===== config.mk =====
export PLATFORM = sky130hd
export DESIGN_NAME = line_sensor_pd_steering_unit_flat
export DESIGN_NICKNAME = d
export VERILOG_FILES = /design/src/lsps_pkg.sv /design/src/lsps_if.sv /design/src/lsps_div.sv /design/src/line_sensor_pd_steering_unit.sv /design/src/flat_wrapper.sv
export SDC_FILE = /design/constraint.sdc
export NUM_CORES = 1
export LEC_CHECK = 0
export BUFFER_PORTS_ARGS = -buffer_cell sky130_fd_sc_hd__buf_4
export CAP_MARGIN = 40
export CORE_MARGIN = 3
export CORE_UTILIZATION = 40
export CTS_CLUSTER_DIAMETER = 100
export DETAILED_ROUTE_END_ITERATION = 16
export GPL_TIMING_DRIVEN = 0
export HOLD_SLACK_MARGIN = 0.08
export PLACE_DENSITY_LB_ADDON = 0.2
export SLEW_MARGIN = 40
export SYNTH_ARGS = -nofsm -noshare
export SYNTH_HDL_FRONTEND = slang
export SYNTH_SLANG_ARGS = --single-unit
export TNS_END_PERCENT = 5

===== constraint.sdc =====
create_clock -name clk_i -period 9.6 [get_ports clk_i]
set_clock_uncertainty 0.05 [all_clocks]
set_input_delay 1.44 -clock clk_i [delete_from_list [all_inputs] [get_ports clk_i]]
set_output_delay 1.44 -clock clk_i [all_outputs]
set_load 0.01 [all_outputs]

===== src/lsps_pkg.sv =====
package lsps_pkg;

  localparam int unsigned SENSOR_BITS_DEF = 8;

  localparam int unsigned CFG_IDX_W  = 3;
  localparam int unsigned CFG_DATA_W = 10;
  localparam int unsigned KP_W       = 10;
  localparam int unsigned KD_W       = 8;
  localparam int unsigned SPEED_W    = 7;
  localparam int unsigned THR_W      = 8;
  localparam int unsigned MARKER_W   = 8;
  localparam int unsigned ERR_W      = 12;
  localparam int unsigned DRIVE_W    = 8;
  localparam int unsigned STEER_W    = 8;

  localparam int unsigned DIFF_W     = 13;
  localparam int unsigned ACC_W      = 23;
  localparam int unsigned PID_W      = 12;
  localparam int unsigned PREV_ITERS = 15;
  localparam int unsigned PID_ITERS  = 22;
  localparam int unsigned PREVQ_W    = 10;

  localparam int unsigned CENTRE_OFFSET = 2500;
  localparam int unsigned HOLD_PREV     = 30000;
  localparam int unsigned SCALE         = 1000;
  localparam int unsigned PREV_DIV      = 100;
  localparam int signed   ERR_LIMIT     = 1500;

  localparam logic [KP_W-1:0]    KP_RST    = KP_W'(75);
  localparam logic [KD_W-1:0]    KD_RST    = KD_W'(4);
  localparam logic [SPEED_W-1:0] FAST_RST  = SPEED_W'(37);
  localparam logic [SPEED_W-1:0] SLOW_RST  = SPEED_W'(18);
  localparam logic [SPEED_W-1:0] MARK_RST  = SPEED_W'(12);
  localparam logic [SPEED_W-1:0] HOLD_RST  = SPEED_W'(19);
  localparam logic [THR_W-1:0]   THR_RST   = THR_W'(180);

  typedef enum logic [CFG_IDX_W-1:0] {
    REG_KP         = 3'd0,
    REG_KD         = 3'd1,
    REG_FAST_SPEED = 3'd2,
    REG_SLOW_SPEED = 3'd3,
    REG_MARK_SPEED = 3'd4,
    REG_HOLD_SPEED = 3'd5,
    REG_MARK_THR   = 3'd6
  } cfg_reg_e;

  typedef enum logic [3:0] {
    ST_IDLE,
    ST_CENT_GO,
    ST_CENT_WAIT,
    ST_PREV_GO,
    ST_PREV_WAIT,
    ST_MUL_P,
    ST_MUL_D,
    ST_PID_GO,
    ST_PID_WAIT,
    ST_FIN
  } state_e;

endpackage


===== src/lsps_if.sv =====
interface lsps_item_if #(
  parameter int unsigned SENSOR_BITS = 8
);
  import lsps_pkg::*;

  logic                   valid;
  logic                   ready;
  logic [SENSOR_BITS-1:0] sensor_one;
  logic [SENSOR_BITS-1:0] sensor_two;
  logic [SENSOR_BITS-1:0] sensor_three;
  logic [SENSOR_BITS-1:0] sensor_four;
  logic [MARKER_W-1:0]    left_marker_sample;
  logic                   hold_mode;

  modport source (
    output valid, sensor_one, sensor_two, sensor_three, sensor_four,
           left_marker_sample, hold_mode,
    input  ready
  );
  modport sink (
    input  valid, sensor_one, sensor_two, sensor_three, sensor_four,
           left_marker_sample, hold_mode,
    output ready
  );
endinterface

interface lsps_result_if;
  import lsps_pkg::*;

  logic                      valid;
  logic                      ready;
  logic [DRIVE_W-1:0]        left_drive;
  logic [DRIVE_W-1:0]        right_drive;
  logic signed [STEER_W-1:0] steer_value;
  logic signed [ERR_W-1:0]   line_error;
  logic                      straight_flag;
  logic                      no_line_flag;

  modport source (
    output valid, left_drive, right_drive, steer_value, line_error,
           straight_flag, no_line_flag,
    input  ready
  );
  modport sink (
    input  valid, left_drive, right_drive, steer_value, line_error,
           straight_flag, no_line_flag,
    output ready
  );
endinterface

interface lsps_cfg_if;
  import lsps_pkg::*;

  logic                  valid;
  logic                  ready;
  logic [CFG_IDX_W-1:0]  index;
  logic [CFG_DATA_W-1:0] data;

  modport source (
    output valid, index, data,
    input  ready
  );
  modport sink (
    input  valid, index, data,
    output ready
  );
endinterface


===== src/lsps_div.sv =====
module lsps_div #(
  parameter int unsigned DW = 22,
  parameter int unsigned RW = 10,
  parameter int unsigned CW = $clog2(DW + 1)
) (
  input  logic          clk_i,
  input  logic          rst_ni,
  input  logic          start_i,
  input  logic [DW-1:0] dividend_i,
  input  logic [RW-1:0] divisor_i,
  input  logic [CW-1:0] iters_i,
  output logic          busy_o,
  output logic          done_o,
  output logic [DW-1:0] quotient_o
);

  logic [RW-1:0] rem_q;
  logic [DW-1:0] quo_q;
  logic [RW-1:0] dvs_q;
  logic [CW-1:0] cnt_q;
  logic          busy_q;
  logic          done_q;

  logic [RW:0] shifted;
  logic [RW:0] trial;
  logic        fits;

  assign shifted = {rem_q, quo_q[DW-1]};
  assign fits    = shifted >= {1'b0, dvs_q};
  assign trial   = shifted - {1'b0, dvs_q};

  always_ff @(posedge clk_i or negedge rst_ni) begin
    if (!rst_ni) begin
      busy_q <= 1'b0;
      done_q <= 1'b0;
      cnt_q  <= '0;
    end else begin
      done_q <= busy_q && (cnt_q == CW'(1));
      if (start_i) begin
        busy_q <= 1'b1;
        cnt_q  <= iters_i;
      end else if (busy_q) begin
        cnt_q <= cnt_q - CW'(1);
        if (cnt_q == CW'(1)) begin
          busy_q <= 1'b0;
        end
      end
    end
  end

  always_ff @(posedge clk_i) begin
    if (start_i) begin
      rem_q <= '0;
      quo_q <= dividend_i;
      dvs_q <= divisor_i;
    end else if (busy_q) begin
      rem_q <= fits ? trial[RW-1:0] : shifted[RW-1:0];
      quo_q <= {quo_q[DW-2:0], fits};
    end
  end

  assign busy_o     = busy_q;
  assign done_o     = done_q;
  assign quotient_o = quo_q;

endmodule


===== src/line_sensor_pd_steering_unit.sv =====
// One item is worked at a time: the input is ready only in the idle state, and the
// shared restoring divider runs in turn for the centroid (skipped when the sensor
// sum is zero), previous/100 and steer/1000.
// A new item is taken while an earlier result still waits on the output.
// Reset: async active low; gains, speeds and marker threshold take defaults, previous error 0.
module line_sensor_pd_steering_unit #(
  parameter int unsigned SENSOR_BITS = lsps_pkg::SENSOR_BITS_DEF
) (
  input  logic   clk_i,
  input  logic   rst_ni,
  lsps_item_if.sink     item_i,
  lsps_result_if.source result_o,
  lsps_cfg_if.sink      cfg_i
);
  import lsps_pkg::*;

  localparam int unsigned SB     = SENSOR_BITS;
  localparam int unsigned SUM_W  = SB + 2;
  localparam int unsigned WSUM_W = SB + 4;
  localparam int unsigned DW     = SB + 14;
  localparam int unsigned RW     = SB + 2;
  localparam int unsigned CW     = $clog2(DW + 1);

  // configuration
  logic [KP_W-1:0]    kp_q;
  logic [KD_W-1:0]    kd_q;
  logic [SPEED_W-1:0] fast_q, slow_q, mark_q, hold_spd_q;
  logic [THR_W-1:0]   thr_q;

  assign cfg_i.ready = 1'b1;

  always_ff @(posedge clk_i or negedge rst_ni) begin
    if (!rst_ni) begin
      kp_q       <= KP_RST;
      kd_q       <= KD_RST;
      fast_q     <= FAST_RST;
      slow_q     <= SLOW_RST;
      mark_q     <= MARK_RST;
      hold_spd_q <= HOLD_RST;
      thr_q      <= THR_RST;
    end else if (cfg_i.valid) begin
      case (cfg_i.index)
        REG_KP:         kp_q       <= cfg_i.data[KP_W-1:0];
        REG_KD:         kd_q       <= cfg_i.data[KD_W-1:0];
        REG_FAST_SPEED: fast_q     <= cfg_i.data[SPEED_W-1:0];
        REG_SLOW_SPEED: slow_q     <= cfg_i.data[SPEED_W-1:0];
        REG_MARK_SPEED: mark_q     <= cfg_i.data[SPEED_W-1:0];
        REG_HOLD_SPEED: hold_spd_q <= cfg_i.data[SPEED_W-1:0];
        REG_MARK_THR:   thr_q      <= cfg_i.data[THR_W-1:0];
        default: ;
      endcase
    end
  end

  // sequencer
  state_e state_q, state_d;

  logic [SB-1:0]       s2_q, s3_q;
  logic [MARKER_W-1:0] marker_q;
  logic                hold_q;
  logic [SUM_W-1:0]    sum_q;
  logic [WSUM_W-1:0]   wsum_q;
  logic signed [ERR_W-1:0]  err_q;
  logic signed [ERR_W-1:0]  prev_err_q;
  logic                     no_line_q;
  logic                     prev_neg_q;
  logic signed [DIFF_W-1:0] diff_q;
  logic signed [ACC_W-1:0]  acc_q;
  logic signed [PID_W-1:0]  pid_q;

  logic                res_valid_q;
  logic [DRIVE_W-1:0]  res_left_q, res_right_q;
  logic signed [STEER_W-1:0] res_steer_q;
  logic signed [ERR_W-1:0]   res_err_q;
  logic                res_straight_q, res_noline_q;

  logic          item_take;
  logic          res_free;
  logic          div_start;
  logic [DW-1:0] div_dividend;
  logic [RW-1:0] div_divisor;
  logic [CW-1:0] div_iters;
  logic          div_busy, div_done;
  logic [DW-1:0] div_quot;

  assign item_take = item_i.valid && item_i.ready;
  assign res_free  = !res_valid_q || result_o.ready;

  // input sums
  logic [SUM_W-1:0]  sum_in;
  logic [WSUM_W-1:0] wsum_in;
  logic [WSUM_W-1:0] e1, e2, e3, e4;

  assign e1      = WSUM_W'(item_i.sensor_one);
  assign e2      = WSUM_W'(item_i.sensor_two);
  assign e3      = WSUM_W'(item_i.sensor_three);
  assign e4      = WSUM_W'(item_i.sensor_four);
  assign wsum_in = e1 + (e2 << 1) + (e3 << 1) + e3 + (e4 << 2);
  assign sum_in  = SUM_W'(e1 + e2 + e3 + e4);

  // wsum * 1000 = wsum * (1024 - 16 - 8)
  logic [DW-1:0] wsum_ext, scaled;
  assign wsum_ext = DW'(wsum_q);
  assign scaled   = (wsum_ext << 10) - (wsum_ext << 4) - (wsum_ext << 3);

  // previous error / 100 operand
  logic signed [15:0] prev_src;
  logic [PREV_ITERS-1:0] prev_abs;
  assign prev_src = hold_q ? $signed(16'(HOLD_PREV)) : 16'(prev_err_q);
  assign prev_abs = prev_src[15] ? PREV_ITERS'(-prev_src) : PREV_ITERS'(prev_src);

  logic [PID_ITERS-1:0] acc_abs;
  assign acc_abs = acc_q[ACC_W-1] ? PID_ITERS'(-acc_q) : PID_ITERS'(acc_q);

  // shared multiplier
  logic signed [ACC_W-1:0] mul_a, mul_b, prod;
  assign mul_a = (state_q == ST_MUL_P) ? ACC_W'(err_q) : ACC_W'(diff_q);
  assign mul_b = (state_q == ST_MUL_P) ? $signed(ACC_W'(kp_q)) : $signed(ACC_W'(kd_q));
  assign prod  = mul_a * mul_b;

  // division results
  logic signed [ERR_W:0]     cent_err;
  logic signed [PREVQ_W-1:0] prevq_mag, prevq;
  logic signed [PID_W-1:0]   pid_mag;
  assign cent_err  = $signed({1'b0, div_quot[ERR_W-1:0]}) - (ERR_W+1)'(CENTRE_OFFSET);
  assign prevq_mag = $signed({1'b0, div_quot[PREVQ_W-2:0]});
  assign prevq     = prev_neg_q ? -prevq_mag : prevq_mag;
  assign pid_mag   = $signed({1'b0, div_quot[PID_W-2:0]});

  // speed selection and clamp
  logic                    straight;
  logic [SPEED_W-1:0]      speed;
  logic signed [PID_W-1:0] speed_s, steer;
  logic signed [DRIVE_W:0] left_w, right_w;

  assign straight = (s2_q != '0) && ({1'b0, s3_q, 1'b0} < {2'b00, s2_q});

  always_comb begin
    speed = straight ? fast_q : slow_q;
    if (marker_q > thr_q) begin
      speed = mark_q;
    end
    if (hold_q) begin
      speed = hold_spd_q;
    end
    speed_s = $signed(PID_W'(speed));
    steer   = pid_q;
    if (pid_q > speed_s) begin
      steer = speed_s;
    end else if (pid_q < -speed_s) begin
      steer = -speed_s;
    end
    left_w  = $signed((DRIVE_W+1)'(speed)) - (DRIVE_W+1)'(steer);
    right_w = $signed((DRIVE_W+1)'(speed)) + (DRIVE_W+1)'(steer);
  end

  // next state
  always_comb begin
    state_d = state_q;
    case (state_q)
      ST_IDLE:      if (item_take) state_d = ST_CENT_GO;
      ST_CENT_GO:   state_d = (sum_q == '0) ? ST_PREV_GO : ST_CENT_WAIT;
      ST_CENT_WAIT: if (div_done) state_d = ST_PREV_GO;
      ST_PREV_GO:   state_d = ST_PREV_WAIT;
      ST_PREV_WAIT: if (div_done) state_d = ST_MUL_P;
      ST_MUL_P:     state_d = ST_MUL_D;
      ST_MUL_D:     state_d = ST_PID_GO;
      ST_PID_GO:    state_d = ST_PID_WAIT;
      ST_PID_WAIT:  if (div_done) state_d = ST_FIN;
      ST_FIN:       if (res_free) state_d = ST_IDLE;
      default:      state_d = ST_IDLE;
    endcase
  end

  // sequencer outputs
  always_comb begin
    div_start    = 1'b0;
    div_dividend = scaled;
    div_divisor  = sum_q;
    div_iters    = CW'(DW);
    case (state_q)
      ST_CENT_GO: begin
        div_start = (sum_q != '0);
      end
      ST_PREV_GO: begin
        div_start    = 1'b1;
        div_dividend = DW'(prev_abs) << (DW - PREV_ITERS);
        div_divisor  = RW'(PREV_DIV);
        div_iters    = CW'(PREV_ITERS);
      end
      ST_PID_GO: begin
        div_start    = 1'b1;
        div_dividend = DW'(acc_abs) << (DW - PID_ITERS);
        div_divisor  = RW'(SCALE);
        div_iters    = CW'(PID_ITERS);
      end
      default: ;
    endcase
  end

  assign item_i.ready = (state_q == ST_IDLE);

  lsps_div #(
    .DW (DW),
    .RW (RW),
    .CW (CW)
  ) u_div (
    .clk_i      (clk_i),
    .rst_ni     (rst_ni),
    .start_i    (div_start),
    .dividend_i (div_dividend),
    .divisor_i  (div_divisor),
    .iters_i    (div_iters),
    .busy_o     (div_busy),
    .done_o     (div_done),
    .quotient_o (div_quot)
  );

  always_ff @(posedge clk_i or negedge rst_ni) begin
    if (!rst_ni) begin
      state_q     <= ST_IDLE;
      prev_err_q  <= '0;
      res_valid_q <= 1'b0;
    end else begin
      state_q <= state_d;
      if (state_q == ST_FIN && res_free) begin
        res_valid_q <= 1'b1;
        if (!hold_q) begin
          prev_err_q <= err_q;
        end
      end else if (result_o.ready) begin
        res_valid_q <= 1'b0;
      end
    end
  end

  always_ff @(posedge clk_i) begin
    case (state_q)
      ST_IDLE: begin
        if (item_take) begin
          s2_q     <= item_i.sensor_two;
          s3_q     <= item_i.sensor_three;
          marker_q <= item_i.left_marker_sample;
          hold_q   <= item_i.hold_mode;
          sum_q    <= sum_in;
          wsum_q   <= wsum_in;
        end
      end
      ST_CENT_GO: begin
        err_q     <= '0;
        no_line_q <= (sum_q == '0);
      end
      ST_CENT_WAIT: begin
        if (div_done) begin
          err_q <= ERR_W'(cent_err);
        end
      end
      ST_PREV_GO: begin
        prev_neg_q <= prev_src[15];
      end
      ST_PREV_WAIT: begin
        if (div_done) begin
          diff_q <= DIFF_W'(err_q) - DIFF_W'(prevq);
        end
      end
      ST_MUL_P: begin
        acc_q <= prod;
      end
      ST_MUL_D: begin
        acc_q <= acc_q + prod;
      end
      ST_PID_WAIT: begin
        if (div_done) begin
          pid_q <= acc_q[ACC_W-1] ? -pid_mag : pid_mag;
        end
      end
      ST_FIN: begin
        if (res_free) begin
          res_left_q     <= left_w[DRIVE_W-1:0];
          res_right_q    <= right_w[DRIVE_W-1:0];
          res_steer_q    <= steer[STEER_W-1:0];
          res_err_q      <= err_q;
          res_straight_q <= straight;
          res_noline_q   <= no_line_q;
        end
      end
      default: ;
    endcase
  end

  assign result_o.valid         = res_valid_q;
  assign result_o.left_drive    = res_left_q;
  assign result_o.right_drive   = res_right_q;
  assign result_o.steer_value   = res_steer_q;
  assign result_o.line_error    = res_err_q;
  assign result_o.straight_flag = res_straight_q;
  assign result_o.no_line_flag  = res_noline_q;

  a_busy_after_take: assert property (@(posedge clk_i) disable iff (!rst_ni)
    item_take |=> !item_i.ready)
    else $error("input taken again while an item is in work");

  a_div_start_idle: assert property (@(posedge clk_i) disable iff (!rst_ni)
    div_start |-> !div_busy)
    else $error("divider restarted while busy");

  a_err_range: assert property (@(posedge clk_i) disable iff (!rst_ni)
    res_valid_q |-> (res_err_q >= -12'sd1500 && res_err_q <= 12'sd1500))
    else $error("line error out of range");

  a_no_line_zero: assert property (@(posedge clk_i) disable iff (!rst_ni)
    res_valid_q && res_noline_q |-> res_err_q == '0)
    else $error("line error nonzero without a line");

endmodule

===== src/flat_wrapper.sv =====
// flat-port wrapper written by rule: the top's interface ports become plain ports
module line_sensor_pd_steering_unit_flat import lsps_pkg::*;
#(
  parameter int unsigned SENSOR_BITS = lsps_pkg::SENSOR_BITS_DEF
)
  (clk_i, rst_ni, item_i_valid, item_i_sensor_one, item_i_sensor_two, item_i_sensor_three, item_i_sensor_four, item_i_left_marker_sample, item_i_hold_mode, item_i_ready, result_o_valid, result_o_left_drive, result_o_right_drive, result_o_steer_value, result_o_line_error, result_o_straight_flag, result_o_no_line_flag, result_o_ready, cfg_i_valid, cfg_i_index, cfg_i_data, cfg_i_ready);
  lsps_item_if #(.SENSOR_BITS(SENSOR_BITS)) item_i_i ();
  lsps_result_if result_o_i ();
  lsps_cfg_if cfg_i_i ();
  input  logic clk_i;
  input  logic rst_ni;
  input wire logic [$bits(item_i_i.valid)-1:0] item_i_valid;
  input wire logic [$bits(item_i_i.sensor_one)-1:0] item_i_sensor_one;
  input wire logic [$bits(item_i_i.sensor_two)-1:0] item_i_sensor_two;
  input wire logic [$bits(item_i_i.sensor_three)-1:0] item_i_sensor_three;
  input wire logic [$bits(item_i_i.sensor_four)-1:0] item_i_sensor_four;
  input wire logic [$bits(item_i_i.left_marker_sample)-1:0] item_i_left_marker_sample;
  input wire logic [$bits(item_i_i.hold_mode)-1:0] item_i_hold_mode;
  output wire logic [$bits(item_i_i.ready)-1:0] item_i_ready;
  output wire logic [$bits(result_o_i.valid)-1:0] result_o_valid;
  output wire logic [$bits(result_o_i.left_drive)-1:0] result_o_left_drive;
  output wire logic [$bits(result_o_i.right_drive)-1:0] result_o_right_drive;
  output wire logic [$bits(result_o_i.steer_value)-1:0] result_o_steer_value;
  output wire logic [$bits(result_o_i.line_error)-1:0] result_o_line_error;
  output wire logic [$bits(result_o_i.straight_flag)-1:0] result_o_straight_flag;
  output wire logic [$bits(result_o_i.no_line_flag)-1:0] result_o_no_line_flag;
  input wire logic [$bits(result_o_i.ready)-1:0] result_o_ready;
  input wire logic [$bits(cfg_i_i.valid)-1:0] cfg_i_valid;
  input wire logic [$bits(cfg_i_i.index)-1:0] cfg_i_index;
  input wire logic [$bits(cfg_i_i.data)-1:0] cfg_i_data;
  output wire logic [$bits(cfg_i_i.ready)-1:0] cfg_i_ready;
  assign item_i_i.valid = item_i_valid;
  assign item_i_i.sensor_one = item_i_sensor_one;
  assign item_i_i.sensor_two = item_i_sensor_two;
  assign item_i_i.sensor_three = item_i_sensor_three;
  assign item_i_i.sensor_four = item_i_sensor_four;
  assign item_i_i.left_marker_sample = item_i_left_marker_sample;
  assign item_i_i.hold_mode = item_i_hold_mode;
  assign item_i_ready = item_i_i.ready;
  assign result_o_valid = result_o_i.valid;
  assign result_o_left_drive = result_o_i.left_drive;
  assign result_o_right_drive = result_o_i.right_drive;
  assign result_o_steer_value = result_o_i.steer_value;
  assign result_o_line_error = result_o_i.line_error;
  assign result_o_straight_flag = result_o_i.straight_flag;
  assign result_o_no_line_flag = result_o_i.no_line_flag;
  assign result_o_i.ready = result_o_ready;
  assign cfg_i_i.valid = cfg_i_valid;
  assign cfg_i_i.index = cfg_i_index;
  assign cfg_i_i.data = cfg_i_data;
  assign cfg_i_ready = cfg_i_i.ready;
  line_sensor_pd_steering_unit #(.SENSOR_BITS(SENSOR_BITS)) u_core (.clk_i(clk_i), .rst_ni(rst_ni), .item_i(item_i_i), .result_o(result_o_i), .cfg_i(cfg_i_i));
endmodule

# ---- After elaboration in Yosys (flattened, before gate mapping)
# Cells that the tools add are included.
dict set report classes {
  mux 36
  order_cmp 5
  n_mul 1
  reduce_logical 30
  bitwise 1
  add_sub_neg 21
  eq_ne 21
}
# op count
set op_table {}
lappend op_table {{$mux W22} 3}
lappend op_table {{$pmux W23 S2} 1}
lappend op_table {{$pmux W22 S2} 1}
lappend op_table {{$pmux W4 S10} 1}
lappend op_table {{$mux W10} 3}
lappend op_table {{$reduce_and A2 Y1} 13}
lappend op_table {{$pmux W12 S2} 1}
lappend op_table {{$add A23 B23 Y23} 1}
lappend op_table {{$mul A23 B23 Y23} 1}
lappend op_table {{$mux W23} 1}
lappend op_table {{$neg A22 Y22} 1}
lappend op_table {{$sub A22 B15 Y22} 1}
lappend op_table {{$sub A22 B16 Y22} 1}
lappend op_table {{$mux W7} 3}
lappend op_table {{$add A10 B8 Y10} 2}
lappend op_table {{$mux W4} 5}
lappend op_table {{$pmux W10 S2} 1}
lappend op_table {{$eq A4 B3 Y1 const B} 4}
lappend op_table {{$mux W16} 1}
lappend op_table {{$mux W8} 2}
lappend op_table {{$mux W15} 1}
lappend op_table {{$mux W5} 3}
lappend op_table {{$neg A15 Y15} 1}
lappend op_table {{$sub A12 B10 Y13} 1}
lappend op_table {{other kinds (43)} 62}
dict set report totals {
  in_bits 59
  elab_cells 150
  out_inout_bits 41
  regBits 267
}

# ---- Longest topological paths before layout
# Gate-level depths: netlist (run 1).
dict set report logic_depth {
  ltp_word 10
  mapped_depth 35
  ltp_nobuf 33
}

# ---- Cells and area by module
# From an unflattened synthesis (run 1), not the netlist that was laid out.
dict set report hier_totals {
  cells_unflattened 2239
  area_unflattened_um2 22801.9
}
# module area_per_inst_um2 cells_each n_inst
set modules_own_cells {}
lappend modules_own_cells {line_sensor_pd_steering_unit 20273.2 2036 1}
lappend modules_own_cells {lsps_div 2528.7 203 1}

# ---- Worst setup path after synthesis (run 1)
# No wires, ideal clock.
dict set report synth_path {
  kind {register -> register}
  start {register u_core.state_q[2]}
  end {register u_core.acc_q[21], data pin}
  path_stages_with_launch 34
  t_required_ps 9405
  path_slack_ps 1827
  setup_ps 145
  period_less_slack_ps 7773
  arrival_ps 7578
  path_cell_list {dfrtp_1 clkbuf_1 nor2b_1 nand2_1 clkbuf_1 nand2_1 nand2_1 clkbuf_1 nand2_1 fa_1 fa_1 fa_1 inv_1 fa_1 inv_1 fa_1 inv_1 ha_1 o21ai_0 and2_1 a21oi_1 a21oi_1 xnor2_1 ha_1 and3_1 a221o_1 a31o_2 or3_1 nand2_1 o2111ai_1 a21o_1 and2_1 o311a_1 o21ai_1}
}
dict set report synth_via {
  elab_chain_len 5
  elab_cells_between_ends 7
}
# element line_no
set synth_rtl {}
lappend synth_rtl {{start: declaration} line_sensor_pd_steering_unit.sv:56} ;# state_e state_q, state_d;
lappend synth_rtl {{start signal: assignment} line_sensor_pd_steering_unit.sv:225} ;# state_q <= state_d;
lappend synth_rtl {{$eq A4 B3 Y1} {line_sensor_pd_steering_unit.sv:117, line_sensor_pd_steering_unit.sv:118, line_sensor_pd_steering_unit.sv:238}}
lappend synth_rtl {{$mux W23 / $mux W10 (equally long branches)} {line_sensor_pd_steering_unit.sv:117, line_sensor_pd_steering_unit.sv:118}}
lappend synth_rtl {{$mul A23 B23 Y23} line_sensor_pd_steering_unit.sv:119} ;# assign prod = mul_a * mul_b;
lappend synth_rtl {{$add A23 B23 Y23} line_sensor_pd_steering_unit.sv:270} ;# acc_q <= acc_q + prod;
lappend synth_rtl {{$pmux W23 S2 *} line_sensor_pd_steering_unit.sv:238} ;# case (state_q)
lappend synth_rtl {{end signal: assignment} line_sensor_pd_steering_unit.sv:267} ;# acc_q <= prod;
lappend synth_rtl {{end signal: assignment} line_sensor_pd_steering_unit.sv:270}
lappend synth_rtl {{end: declaration} line_sensor_pd_steering_unit.sv:68} ;# logic signed [ACC_W-1:0] acc_q;
# Mark *: on every way between the ends. The rest lies on a longest branch, timed or not.
# A chain may end at the register's enable or synchronous reset.

# ---- Final worst setup path (run 1)
dict set report layout_path {
  start {register u_core.state_q[2]}
  end {register u_core.acc_q[22], data pin}
}
# The elaborated chain is that of the path after synthesis.

==> results.md, run 1 <==
- Run status: complete, no violations
- Hold crit path type: reg2reg
- Max Cap Viol: 0
- Iter 0 DRT Violations: around 900
- I/O Buffers: 96
- Vias in the first global route: approximately 18000
- Max incr delay on CP: 0.54 ns
- CTS H-tree lvls: 2
- Fin. max-slew vios: 0
- Area Overhead vs Synth: 12.5%
- Worst-path fanout max: 10
- Async SR Flop Fraction: slightly below 30%
- Diodes inserted: 0
- Fillers: roughly 5400
- PD cells: between 200 and 250 nW/um^2
- Worst-path clk slew: roughly 0.06 ns
- Final setup fails: 0
- Sequential fraction of the synthesis area: 32.7%
- Overall die height: around 250 um
- FP Rows: 87
- Yosys cell types: between 70 and 80
- Slew margin rel.: between 40% and 50%
- TritonCTS clock tree: built
- Initial Util: slightly above 40%
- Synth Register Bits: around 270
- Beginning of the worst hold path: u_core.u_div.rem_q[9]
- Critical Path RT: just under 10 ns
- Core footprint: between 50000 and 60000 um^2
- Worst r2r src: u_core.state_q[2]
- R2r worst-path depth: 31
- Worst EP arrival: just over 9 ns
- RSZ-0062 raised after global routing: no
- Fmax: about 0.11 GHz
- Nets@finish: ~2900
- Die area: just over 60000 um^2
- WHS Path Cells: 2
- GRT Overall Usage: 19.6%
- Leak: around 0.012 uW
- Antenna viol nets, final: 0
- Drt via density: just over 5
- Root buf cell: clkbuf_16
- Period utilization: between 90% and 100%
- Detailed placement HPWL: 46500 um
- Most frequent CP cell: fa_1
- Routability cong.: 0.890
- First-pass DRT Iterations: 6
- CTS Buf Count: 34
- Routed WL: about 58000 um
- CP Launch Point: u_core.state_q[2]
- # IOs: 100
- DRC viols: 0
- Routed WL per cell: ~18 um
- CTS max path bufs: 3
- YS warnings: 0
- Post-synth EDFFs: between 150 and 200
- Post-Route Setup TNS: 0 ns
- Die W: 246 um
- Mapped cell area: about 23000 um^2
- Initial antenna violation count: 0
- Clock sink count: about 270
- Slew @ Worst Pin: 0.834 ns
- Power Total: 5470 uW
- Syn Inst Count: 2347
- Final hold violation count: 0
- Dominant synthesized flop cell: edfxtp_1
- Mapped Nets: between 2000 and 3000
- First-pass GRT wire length: roughly 94000 um
- Largest net degree at the start of global routing: 79
- CP endpoint kind: register
- CP startpoint kind: register
- Critical path's slowest cell: fa_1
- Syn Area/Cell: between 9 and 10 um^2
- Post-route minimum period: about 9.0 ns
- Clock latency on the worst-skew pair: around 0.55 ns
- Layout cell share with drive strength beyond 1: ~12%
- Crit path kind: reg2reg
- GRT overflow: 0
- Max VDD drop: between 0.15 and 0.2 mV
- Via Count: between 15000 and 20000
- # hold bufs at CTS: 0
==> path summary, 6_finish.rpt <==
path                                    endpoint  slack, ns
min in group asynchronous  u_core.result_o.valid       0.69
max reg2reg                     u_core.acc_q[22]       0.58
max                             u_core.acc_q[22]       0.58
min                        u_core.u_div.rem_q[9]       0.43
min reg2reg                u_core.u_div.rem_q[9]       0.43
max in group asynchronous         u_core.kp_q[6]       8.14
==> power by group <==
part / internal [uW] / switching [uW] / leakage, uW
clock network: 700 / 517 / 0.000515
logic: 1240 / 1620 / 0.00879
registers: 1360 / 30.1 / 0.00249
total: 3300 / 2170 / 0.0118
==> state kept, by name, indices dropped and copies added, names as in the netlist, 7 cells and up <==
signal                       count
u_core.u_div.quotient_o         22
u_core.result_o.left_drive       8
u_core.kp_q                     10
u_core.s2_q                      8
u_core.result_o.right_drive      7
u_core.fast_q                    7
u_core.kd_q                      8
u_core.err_q                    12
u_core.s3_q                      8
u_core.u_div.dvs_q              10
u_core.sum_q                    10
u_core.prev_err_q               12
u_core.hold_spd_q                7
u_core.marker_q                  8
u_core.wsum_q                   12
u_core.mark_q                    7
u_core.slow_q                    7
u_core.result_o.line_error      12
u_core.pid_q                    12
u_core.acc_q                    23
u_core.u_div.rem_q              10
u_core.result_o.steer_value      8
u_core.thr_q                     8
u_core.diff_q                   13
==> worst max-delay path, delay by kind of cell, from the launching register on <==
kind,cells,cell delay [ns]
DFF,1,0.33
AOI/OAI and AO/OA,8,2.03
xor gates and xnor gates,3,0.58
adders and majority gates,7,3.18
and+or+nand+nor,8,1.73
buffers and inverters,5,0.85
==> cell type report <==
class	count	area [um^2]	area share, %
multi-input cells	1683	14000	54.1
flip-flops and latches	266	7520	29.1
inverters	340	1280	4.93
clock buffers	47	951	3.68
well taps	756	946	3.66
repair buffers	103	835	3.23
plain buffers	58	233	0.899
clock inverters	14	103	0.397
==> routing by layer <==
| layer | wire, um | share of wire [%] | up-vias | track usage (%) |
|---|---|---|---|---|
| li1 | - | - | 8235 | - |
| met3 | 2670 | 4.6 | 81 | 2.74 |
| met5 | 0 | 0 | - | 0 |
| met2 | 28000 | 48 | 365 | 33.7 |
| met1 | 25700 | 44 | 8268 | 25.9 |
| met4 | 1490 | 2.6 | 0 | 5.35 |
==> synthesized netlist by cell type (all sizes together) (11+ instances only) <==
cell type / count / share of area, %
a211oi: 13 / 0.42
a21o: 33 / 1.1
a21oi: 116 / 2.5
a31oi: 11 / 0.30
and2: 15 / 0.41
and3: 31 / 0.84
clkbuf: 53 / 0.87
dfrtp: 59 / 6.4
dfstp: 19 / 2.2
edfxtp: 178 / 23
fa: 155 / 13
ha: 217 / 12
inv: 339 / 5.5
mux2: 67 / 3.3
mux2i: 21 / 0.91
nand2: 242 / 4.0
nand2b: 27 / 0.73
nand3: 18 / 0.39
nor2: 169 / 2.8
nor2b: 40 / 1.1
nor3: 26 / 0.59
o21a: 17 / 0.56
o21ai: 108 / 2.4
o21bai: 22 / 0.72
o31ai: 18 / 0.71
xnor2: 102 / 3.9
xor2: 63 / 2.4
==> repair_timing <==
action / 4_1_cts / 5_1_grt
setup buffers: 0 / 0
endpoints found under the setup margin: 0 / 3
gates resized for setup: 0 / 11
==> cells in the final DEF, fill, tap and decap left out, types with 59 or more instances in the layout <==
master | netlist | routed
mux2_2 | 66 | 66
xnor2_1 | 102 | 102
nor2_1 | 169 | 166
nand2_1 | 242 | 242
xor2_1 | 63 | 63
ha_1 | 217 | 217
buf_4 | 2 | 99
inv_1 | 338 | 338
o21ai_0 | 105 | 105
a21oi_1 | 115 | 115
fa_1 | 155 | 155
edfxtp_1 | 178 | 178
dfrtp_1 | 59 | 59
==> per-stage QoR <==
stage,area [um^2],setup WS (ns),utilization (%),hold WS (ns),std cells
after global placement,24700,0.436,43.6,0.412,3199
after CTS,25800,0.326,45.6,0.423,3266
after detailed placement,24800,0.400,43.8,0.413,3205
after global routing,25900,0.00668,45.7,0.463,3267
final,25900,0.577,45.7,0.426,3267
after floorplan,23000,1.83,-,0.350,2347
==> logic make-up after synthesis <==
| kind of cell | after synthesis | share of synthesized area (%) |
|---|---|---|
| adders and majority gates | 372 | 25.3 |
| and+or+nand+nor | 621 | 12.5 |
| buffers and inverters | 398 | 6.53 |
| DFF | 266 | 32.7 |
| AOI/OAI and AO/OA | 436 | 12.5 |
| xor gates and xnor gates | 165 | 6.29 |
| muxes | 88 | 4.20 |
| other | 1 | 0.0163 |
(Power assumes the default switching activity.)
==> run 2: changes to the inputs <==
--- a/config.mk
+++ b/config.mk
@@ -13,7 +13,7 @@
 export DETAILED_ROUTE_END_ITERATION = 16
 export GPL_TIMING_DRIVEN = 0
 export HOLD_SLACK_MARGIN = 0.08
-export PLACE_DENSITY_LB_ADDON = 0.2
+export PLACE_DENSITY = 0.52
 export SLEW_MARGIN = 40
 export SYNTH_ARGS = -nofsm -noshare
 export SYNTH_HDL_FRONTEND = slang
==> run 2 against run 1 <==
Compared with the run above:
- clock power up 8%
- maximum frequency is 0.87% lower
- sequential cell count is the same
- core utilization grew 0.21 points
- wire length grew 2.3%
- hold slack improved by 0.00070 ns
- highest routed layer unchanged
- first-iteration DRC count is 4.3% lower
- register-to-register slack worse by 0.08 ns
- global-route usage is 0.52 points higher
- critical endpoint unchanged
- die area unchanged
- combinational power up 2%
==> results.md, run 2 (same netlist as run 1, synthesis figures left out) <==
- Run status: complete, no violations
- Final setup fails: 0
- Core footprint: roughly 57000 um^2
- CP endpoint kind: register
- Clock latency on the worst-skew pair: roughly 0.56 ns
- TritonCTS clock tree: built
- PD cells: 216 nW/um^2
- Slew @ Worst Pin: approximately 0.79 ns
- FP Rows: a little under 90
- Critical path's slowest cell: fa_1
- Nets@finish: 2918
- CP startpoint kind: register
- Die W: between 200 and 250 um
- Worst r2r src: u_core.state_q[1]
- Post-route minimum period: roughly 9.1 ns
- Commonest non-fill, non-tap cell in the layout: inv_1
- First-pass GRT wire length: between 90000 and 100000 um
- Vias in the first global route: between 15000 and 20000
- Period utilization: 94.8%
- Hold crit path type: reg2reg
- Iter 0 DRT Violations: roughly 840
- Reg with most FFs: u_core.acc_q
- Overall die height: around 250 um
- CTS Buf Count: 34
- Detailed placement HPWL: 47600 um
- Critical R2R Capture: u_core.acc_q[22]
- Worst-path clk slew: around 0.060 ns
- Layout cell share with drive strength beyond 1: roughly an eighth
- Max Cap Viol: 0
- Routability cong.: 0.862
- Critical Path RT: a little under 10 ns
- Max reg flops: 23
- I/O Buffers: 96
- Routed WL per cell: roughly 18 um
- Reg-to-reg slack, setup: ~0.5 ns
- Beginning of the worst hold path: u_core.u_div.rem_q[9]
- Initial Util: 40.6%
- GRT overflow: 0
- Worst hold margin: 0.427 ns
- CTS max path bufs: 3
- Fin. max-slew vios: 0
- Most frequent cells in the layout: 338 x inv_1, 241 x nand2_1, 217 x ha_1, 178 x edfxtp_1, 165 x nor2_1
- Final hold violation count: 0
- Root buf cell: clkbuf_16
- Worst EP arrival: between 9 and 10 ns
- DRC viols: 0
- Leak: roughly 0.012 uW
- Initial antenna violation count: 0
- # IOs: 100
- Fmax: 0.110 GHz
- Slew margin rel.: ~47%
- R2r worst-path depth: 34
- Routed WL: 59200 um
- Fin cells: ~3300
- WHS Path Cells: 2
- Worst-path fanout max: 10
- CTS H-tree lvls: 2
- Largest net degree at the start of global routing: roughly 80
- Max incr delay on CP: ~0.55 ns
- Die area: approximately 60000 um^2
- Max VDD drop: 0.193 mV
- Clock sink count: roughly 270
- Crit path kind: reg2reg
- Drt via density: 5.18
- GRT Overall Usage: 20.1%
- Dpl cells: approximately 3200
- Antenna viol nets, final: 0
- # hold bufs at CTS: 0
- Area Overhead vs Synth: 13.1%
- Via Count: 16923
- Hold EP: u_core.u_div.rem_q[9]
- First-pass DRT Iterations: 5
==> run 2: changes by cell type in the layout (fill, tap and decap cells not counted), sizes merged, moves of 2 or more <==
| cell | before | now |
|---|---|---|
| bufinv | 0 | 3 |
| clkbuf | 100 | 95 |
| clkinv | 12 | 10 |
| clkinvlp | 2 | 4 |
| inv | 340 | 343 |
==> run 2: metal layers <==
| layer | GRT usage (%) | vias up | part of all wire (%) |
|---|---|---|---|
| li1 | - | 8255 | - |
| met1 | 27.6 | 8343 | 47 |
| met2 | 34.5 | 265 | 48 |
| met3 | 2.16 | 60 | 3.2 |
| met4 | 4.13 | 0 | 1.7 |
| met5 | 0 | - | 0 |
==> run 2: cell type report <==
| cell class | instances | area, um^2 |
|---|---|---|
| buffer | 57 | 229 |
| tap | 756 | 946 |
| timing repair buffer | 105 | 832 |
| multi-input combinational | 1683 | 14000 |
| clock buffer | 42 | 922 |
| clock inverter | 20 | 240 |
| sequential | 266 | 7520 |
| inverter | 340 | 1280 |
| antenna | 1 | 2.50 |
| fill | 5445 | 30600 |
==> run 2: worst max path at each step <==
stage	from	endpoint	slack [ns]	depth (start not counted)
6_report	u_core.state_q[1]	u_core.acc_q[22]	0.50	34
3_5_place_dp	u_core.state_q[2]	u_core.acc_q[22]	0.22	32
2_1_floorplan	u_core.state_q[2]	u_core.acc_q[21]	1.83	33
5_1_grt	u_core.state_q[3]	u_core.acc_q[22]	-0.02	35
3_3_place_gp	u_core.state_q[3]	u_core.acc_q[22]	0.29	33
4_1_cts	u_core.state_q[2]	u_core.acc_q[22]	0.16	32
==> run 2: what timing repair did <==
action / 4_1_cts / 5_1_grt
resized for setup: 0 / 13
setup endpoints to repair: 0 / 4
buffers inserted: 0 / 2
==> run 2: critical path: cells and delay by family, from the launching register on <==
family,cells,cell delay (ns)
compound gates,8,2.08
xor+xnor,3,0.55
fa+ha+maj,7,3.09
buf+inv,6,1.12
flops,1,0.33
simple gates,10,1.58
==> run 2: power breakdown <==
part	total (uW)	switching, uW	internal, uW
Combinational	2910	1640	1260
Clock	1320	537	780
Sequential	1390	29.3	1360
Total	5620	2210	3400
==> run 2: through the flow <==
stage / setup WS, ns / instance area, um^2 / TNS [ns] / total power, uW / util [%]
6_report: 0.498 / 26000 / 0 / 5620 / 45.9
5_1_grt: -0.0158 / 26000 / -0.0158 / 6120 / 45.9
4_1_cts: 0.164 / 25900 / 0 / 5650 / 45.8
3_5_place_dp: 0.225 / 24800 / 0 / 4280 / 43.8
3_3_place_gp: 0.288 / 24700 / 0 / 4230 / 43.6
2_1_floorplan: 1.83 / 23000 / 0 / 3660 / -
